File: config.mk
export PLATFORM = sky130hd
export DESIGN_NAME = sal_out_reg
export DESIGN_NICKNAME = d
export VERILOG_FILES = /design/src/rtl/stack_allocator_lazy_free_assert.svh /design/src/rtl/sal_pkg.sv /design/src/rtl/sal_out_reg.sv
export SDC_FILE = /design/constraint.sdc
export NUM_CORES = 1
export LEC_CHECK = 0
export ABC_AREA = 1
export BUFFER_PORTS_ARGS = -buffer_cell sky130_fd_sc_hd__buf_2
export CORE_MARGIN = 2
export CORE_UTILIZATION = 39
export DETAILED_ROUTE_END_ITERATION = 6
export PLACE_DENSITY_LB_ADDON = 0.1
export SETUP_SLACK_MARGIN = 0.05
export SLEW_MARGIN = 20
export SYNTH_ARGS = -nofsm -noshare
export SYNTH_HDL_FRONTEND = slang
export SYNTH_SLANG_ARGS = --single-unit
File: constraint.sdc
create_clock -name clk_i -period 2.8 [get_ports clk_i]
set_clock_uncertainty 0.2 [all_clocks]
set_input_delay 0.56 -clock clk_i [delete_from_list [all_inputs] [get_ports clk_i]]
set_output_delay 0.56 -clock clk_i [all_outputs]
set_load 0.01 [all_outputs]
File: src/rtl/stack_allocator_lazy_free_assert.svh
// Assertion macros used by the allocator core.
`ifndef STACK_ALLOCATOR_LAZY_FREE_ASSERT_SVH
`define STACK_ALLOCATOR_LAZY_FREE_ASSERT_SVH

// Same-cycle implication, checked outside reset.
`define SAL_ASSERT_IMP(label, clk, rst_n, ante, cons) \
  label: assert property (@(posedge clk) disable iff (!rst_n) (ante) |-> (cons)) \
    else $error("allocator assertion failed");

// Next-cycle implication, checked outside reset.
`define SAL_ASSERT_NXT(label, clk, rst_n, ante, cons) \
  label: assert property (@(posedge clk) disable iff (!rst_n) (ante) |=> (cons)) \
    else $error("allocator assertion failed");

`endif

File: src/rtl/sal_pkg.sv
`timescale 1ns / 1ps
package sal_pkg;

  localparam int REQ_W     = 14;
  localparam int ADDR_W    = 12;
  localparam int STAT_W    = 3;
  localparam int USED_W    = 13;
  localparam int SIZE_W    = 13;
  localparam int MARK_W    = 2;
  localparam int HDR_WORDS = 2;
  localparam int ROUND_ADD = 3;

  localparam logic OP_ALLOC = 1'b0;
  localparam logic OP_FREE  = 1'b1;

  localparam logic [MARK_W-1:0] MARK_NONE   = 2'd0;
  localparam logic [MARK_W-1:0] MARK_USED   = 2'd1;
  localparam logic [MARK_W-1:0] MARK_UNUSED = 2'd2;

  typedef enum logic [STAT_W-1:0] {
    STAT_OK        = 3'd0,
    STAT_NO_SPACE  = 3'd1,
    STAT_ZERO_SIZE = 3'd2,
    STAT_FREED     = 3'd3,
    STAT_BAD_PTR   = 3'd4
  } status_e;

  typedef struct packed {
    logic              opcode;
    logic [REQ_W-1:0]  request_bytes;
    logic [ADDR_W-1:0] block_address;
  } req_t;

  typedef struct packed {
    logic [USED_W-1:0] words_in_use;
    status_e           status;
    logic [ADDR_W-1:0] granted_address;
  } res_t;

endpackage

File: src/rtl/sal_out_reg.sv
`timescale 1ns / 1ps
module sal_out_reg
  import sal_pkg::*;
(
  input  logic clk_i,
  input  logic rst_ni,
  input  logic res_valid_i,
  output logic res_ready_o,
  input  res_t res_i,
  output logic out_valid_o,
  input  logic out_ready_i,
  output res_t out_o
);

  logic vld_q, vld_d;
  logic load;
  res_t data_q;

  // The holding register takes a new result when it is empty or when the old one leaves.
  assign res_ready_o = !vld_q || out_ready_i;
  assign load        = res_valid_i && res_ready_o;
  assign out_valid_o = vld_q;
  assign out_o       = data_q;

  always_comb begin
    vld_d = vld_q;
    if (load) begin
      vld_d = 1'b1;
    end else if (out_ready_i) begin
      vld_d = 1'b0;
    end
  end

  always_ff @(posedge clk_i or negedge rst_ni) begin
    if (!rst_ni) begin
      vld_q <= 1'b0;
    end else begin
      vld_q <= vld_d;
    end
  end

  always_ff @(posedge clk_i) begin
    if (load) begin
      data_q <= res_i;
    end
  end

endmodule

Word level (Yosys, flattened, before mapping)

Cells that the tools add are included.

Muxes and demuxes: 2
Reductions and logical operators: 4

Operators with widths:

| operator           | count |
|---|---|
| 1-bit two-way mux  | 2 |
| 2-bit nonzero test | 1 |
| 1-bit logical AND  | 1 |
| 1-bit logical NOT  | 1 |
| 1-bit logical OR   | 1 |

Register bits: 29
Input port bits: 32
Output and inout bits: 30
Word-level logic and storage cells: 10

Logic depth before layout (Yosys ltp)

Depth after elaboration: 4
Mapped depth: 3
Mapped depth without buffers: 3

Least setup slack after synthesis

No wires, ideal clock.

Kind: input -> register
Start point: input port res_valid_i
End point: register data_q, in the netlist out_o[0] (enable)
Library setup time: 422 ps
Arrival: 1989 ps
Data required time: 2178 ps
Path slack: 188 ps
Stages on the path: 2
Path through: inv_1 a21oi_1

Longest elaborated chain between the ends: 1

RTL lines:

| item                 | line              | text |
|---|---|---|
| start, declared      | sal_out_reg.sv:7  | `input logic res_valid_i,` |
| 1-bit logical AND    | sal_out_reg.sv:21 | `assign load = res_valid_i && res_ready_o;` |
| named net load       | sal_out_reg.sv:16 | `logic load;` |
| end signal, assigned | sal_out_reg.sv:44 | `data_q <= res_i;` |
| end, declared        | sal_out_reg.sv:17 | `res_t data_q;` |

The timed path passes the listed nets, and every way through them passes these cells.
A chain may end at the register's enable or synchronous reset.

Worst setup path after layout

Start point: register vld_q, in the netlist out_valid_o
End point: output port res_ready_o

Longest elaborated chain between the ends: 2

RTL lines:

| item                   | line              | text |
|---|---|---|
| start, declared        | sal_out_reg.sv:15 | `logic vld_q, vld_d;` |
| start signal, assigned | sal_out_reg.sv:38 | `vld_q <= vld_d;` |
| 1-bit logical NOT      | sal_out_reg.sv:20 | `assign res_ready_o = !vld_q \|\| out_ready_i;` |
| 1-bit logical OR       | sal_out_reg.sv:20 |  |
| end, declared          | sal_out_reg.sv:8  | `output logic res_ready_o,` |

No other way between the ends.

==> impl_metrics.env <==
export IMPL_outcome="complete, no violations"
export IMPL_vdd_ir_drop_max_mv=0.303
export IMPL_seqPwrFrac_pct=64.6
export IMPL_ys_top_cells_by_area="edfxtp_1 95%, dfrtp_1 2.8%, inv_1 0.85%, nand2_1 0.85%, a21oi_1 0.56%"
export IMPL_drt_iter0_markers=5
export IMPL_setup_ws_ns=1.11
export IMPL_clockBufferDepth=2
export IMPL_p_sw_w=0.000160
export IMPL_grt_total_usage_pct=12.2
export IMPL_port_buffers=61
export IMPL_drcViolationCount=0
export IMPL_post_route_period_util_pct=60.4
export IMPL_die_h_um=51.7
export IMPL_synth_top_area_share_pct=94.9
export IMPL_max_slew_worst_pin_slew_ns=0.335
export IMPL_dp_hpwl_mm=1.15
export IMPL_cts_root_buf="clkbuf_4"
export IMPL_cts_htree_levels=2
export IMPL_powerDensity_nw_per_um2=610
export IMPL_place_ws_ns=1.11
export IMPL_synth_seq_cells=29
export IMPL_first_pass_iters=3
export IMPL_clk_pin_slew_ns=0.08
export IMPL_post_cts_buffers=0
export IMPL_grt_first_pass_wirelength_mm=2.19
export IMPL_synth_cell_area_um2=886
export IMPL_area_delta_synth_final_pct=45.9
export IMPL_total_power_w=0.000788
export IMPL_cts_buffers=5
export IMPL_cp_required_ns=2.04
export IMPL_drive_gt1_share_pct=65.4
export IMPL_antenna_found_initial=0
export IMPL_hold_viol=0
export IMPL_final_common_cell="buf_2"
export IMPL_grt_max_degree=29
export IMPL_synth_warnings=0
export IMPL_avgSynthCellArea_um2=26.1
export IMPL_cp_end_kind="output port"
export IMPL_num_vias=555
export IMPL_rows=17
export IMPL_clk_latency_ns=0.30
export IMPL_mostFrequentLayoutCells="61 x buf_2, 28 x edfxtp_1, 5 x clkbuf_4, 2 x inv_1, 2 x nand2_1"
export IMPL_vias_per_cell=4.20
export IMPL_cts_tree="done"
export IMPL_die_w_um=51.7
export IMPL_postSynthCellCount=34
export IMPL_grt_ovfl_total=0
export IMPL_switching_share_pct=20.4
export IMPL_path_max_fanout=3
export IMPL_die_area_um2=2670
export IMPL_fp_coreArea_um2=2170
export IMPL_cts_sinks=29
export IMPL_min_path_type="in2reg"
export IMPL_hold_slack_ns=0.222
export IMPL_ys_types=5
export IMPL_seq_area_frac_synth_pct=97.7
export IMPL_gp_congestion=0.641
export IMPL_drt_total_wl_mm=1.52
export IMPL_cap_violations=0
export IMPL_fin_tns_setup_ns=0
export IMPL_relSlewSlack_pct=77.7
export IMPL_ant_nets=0
export IMPL_fmax_ghz=0.591
export IMPL_diodes=0
export IMPL_arrival_ns=0.93
export IMPL_finalMaxSlewViolations=0
export IMPL_post_drt_wl_per_cell_um=11.5
export IMPL_p_comb_share_pct=8.9
export IMPL_power_frac_clock_pct=26.5
export IMPL_grt_pass1_vias=523
export IMPL_synth_area_leader_cell="edfxtp_1"
export IMPL_criticalPathCategory="reg2out"
export IMPL_power_internal_w=0.000628
export IMPL_io_pins=62
export IMPL_nets=136
export IMPL_cp_start_kind="flip-flop"
export IMPL_synth_nets=66
export IMPL_leakage_nw=0.569
export IMPL_start_util_pct=40.8
export IMPL_grt_setup_unrepaired="no"
export IMPL_setup_viol=0
export IMPL_min_period_ns=1.69
[Yosys cell counts, drive strengths merged]
master,number
a21oi,1
dfrtp,1
edfxtp,28
inv,2
nand2,2
[worst paths after layout]
| kind | startpoint | endpoint | slack [ns] | cells after the start |
|---|---|---|---|---|
| worst max-delay path | out_valid_o$_DFFE_PN0P_ | res_ready_o | 1.11 | 2 |
| worst min-delay path | res_i[7] | out_o[7]$_DFFE_PP_ | 0.22 | 1 |
| worst max register to register | out_valid_o$_DFFE_PN0P_ | out_o[15]$_DFFE_PP_ | 1.38 | 2 |
| worst min register to register | out_valid_o$_DFFE_PN0P_ | out_valid_o$_DFFE_PN0P_ | 0.35 | 2 |
| max in group asynchronous | rst_ni | out_valid_o$_DFFE_PN0P_ | 1.97 | 2 |
| min in group asynchronous | rst_ni | out_valid_o$_DFFE_PN0P_ | 0.35 | 2 |
[registers in the layout, indices dropped and copies added, names as in the netlist]
signal,cells
out_valid_o,1
out_o,28
[cell type report]
type / instances / area [µm²]
Clock buffer: 6 / 41.3
Multi-Input combinational cell: 3 / 16.3
Fill cell: 184 / 877
Inverter: 2 / 7.51
Sequential cell: 29 / 866
Clock inverter: 1 / 3.75
Timing Repair Buffer: 63 / 323
Tap cell: 28 / 35.0
[worst max-delay path, cell delays in order, from the launching register on]
cell and delay [ns]:
dfrtp_1 0.41, nand2_1 0.09, buf_2 0.13
[kinds of logic after synthesis]
kind of cell	Yosys count	share of synthesized area (%)
simple gates	2	0.848
flops	29	97.7
buf+inv	2	0.848
compound gates	1	0.564
[power by group through the flow]
stage                logic [W]  registers (W)  clock network, W
CTS                  0.0000714       0.000510          0.000219
global placement     0.0000692       0.000519                 0
finish               0.0000700       0.000510          0.000209
global route         0.0000777       0.000512          0.000243
detailed placement   0.0000701       0.000520                 0
floorplan           0.00000992       0.000534                 0
[routing by layer]
layer	track usage, %	up-vias	share of wire (%)
met2	20.3	37	53
met4	3.95	0	0
li1	-	267	-
met3	7.47	0	11
met5	0	-	0
met1	12.7	251	35
[stage by stage]
| stage | cell area [µm²] | util (%) | instances |
|---|---|---|---|
| 5_1_grt | 1290 | 59.6 | 132 |
| 3_3_place_gp | 1240 | 57.0 | 124 |
| 2_1_floorplan | 886 | - | 34 |
| 4_1_cts | 1290 | 59.6 | 132 |
| 6_report | 1290 | 59.6 | 132 |
| 3_5_place_dp | 1240 | 57.0 | 124 |
[timing repair]
| action | 4_1_cts | 5_1_grt |
|---|---|---|
| hold buffers | 1 | 0 |
| gates resized for setup | 0 | 0 |
| endpoints found under the hold margin | 1 | 0 |
Note: power is estimated with default switching activity, not from simulation.
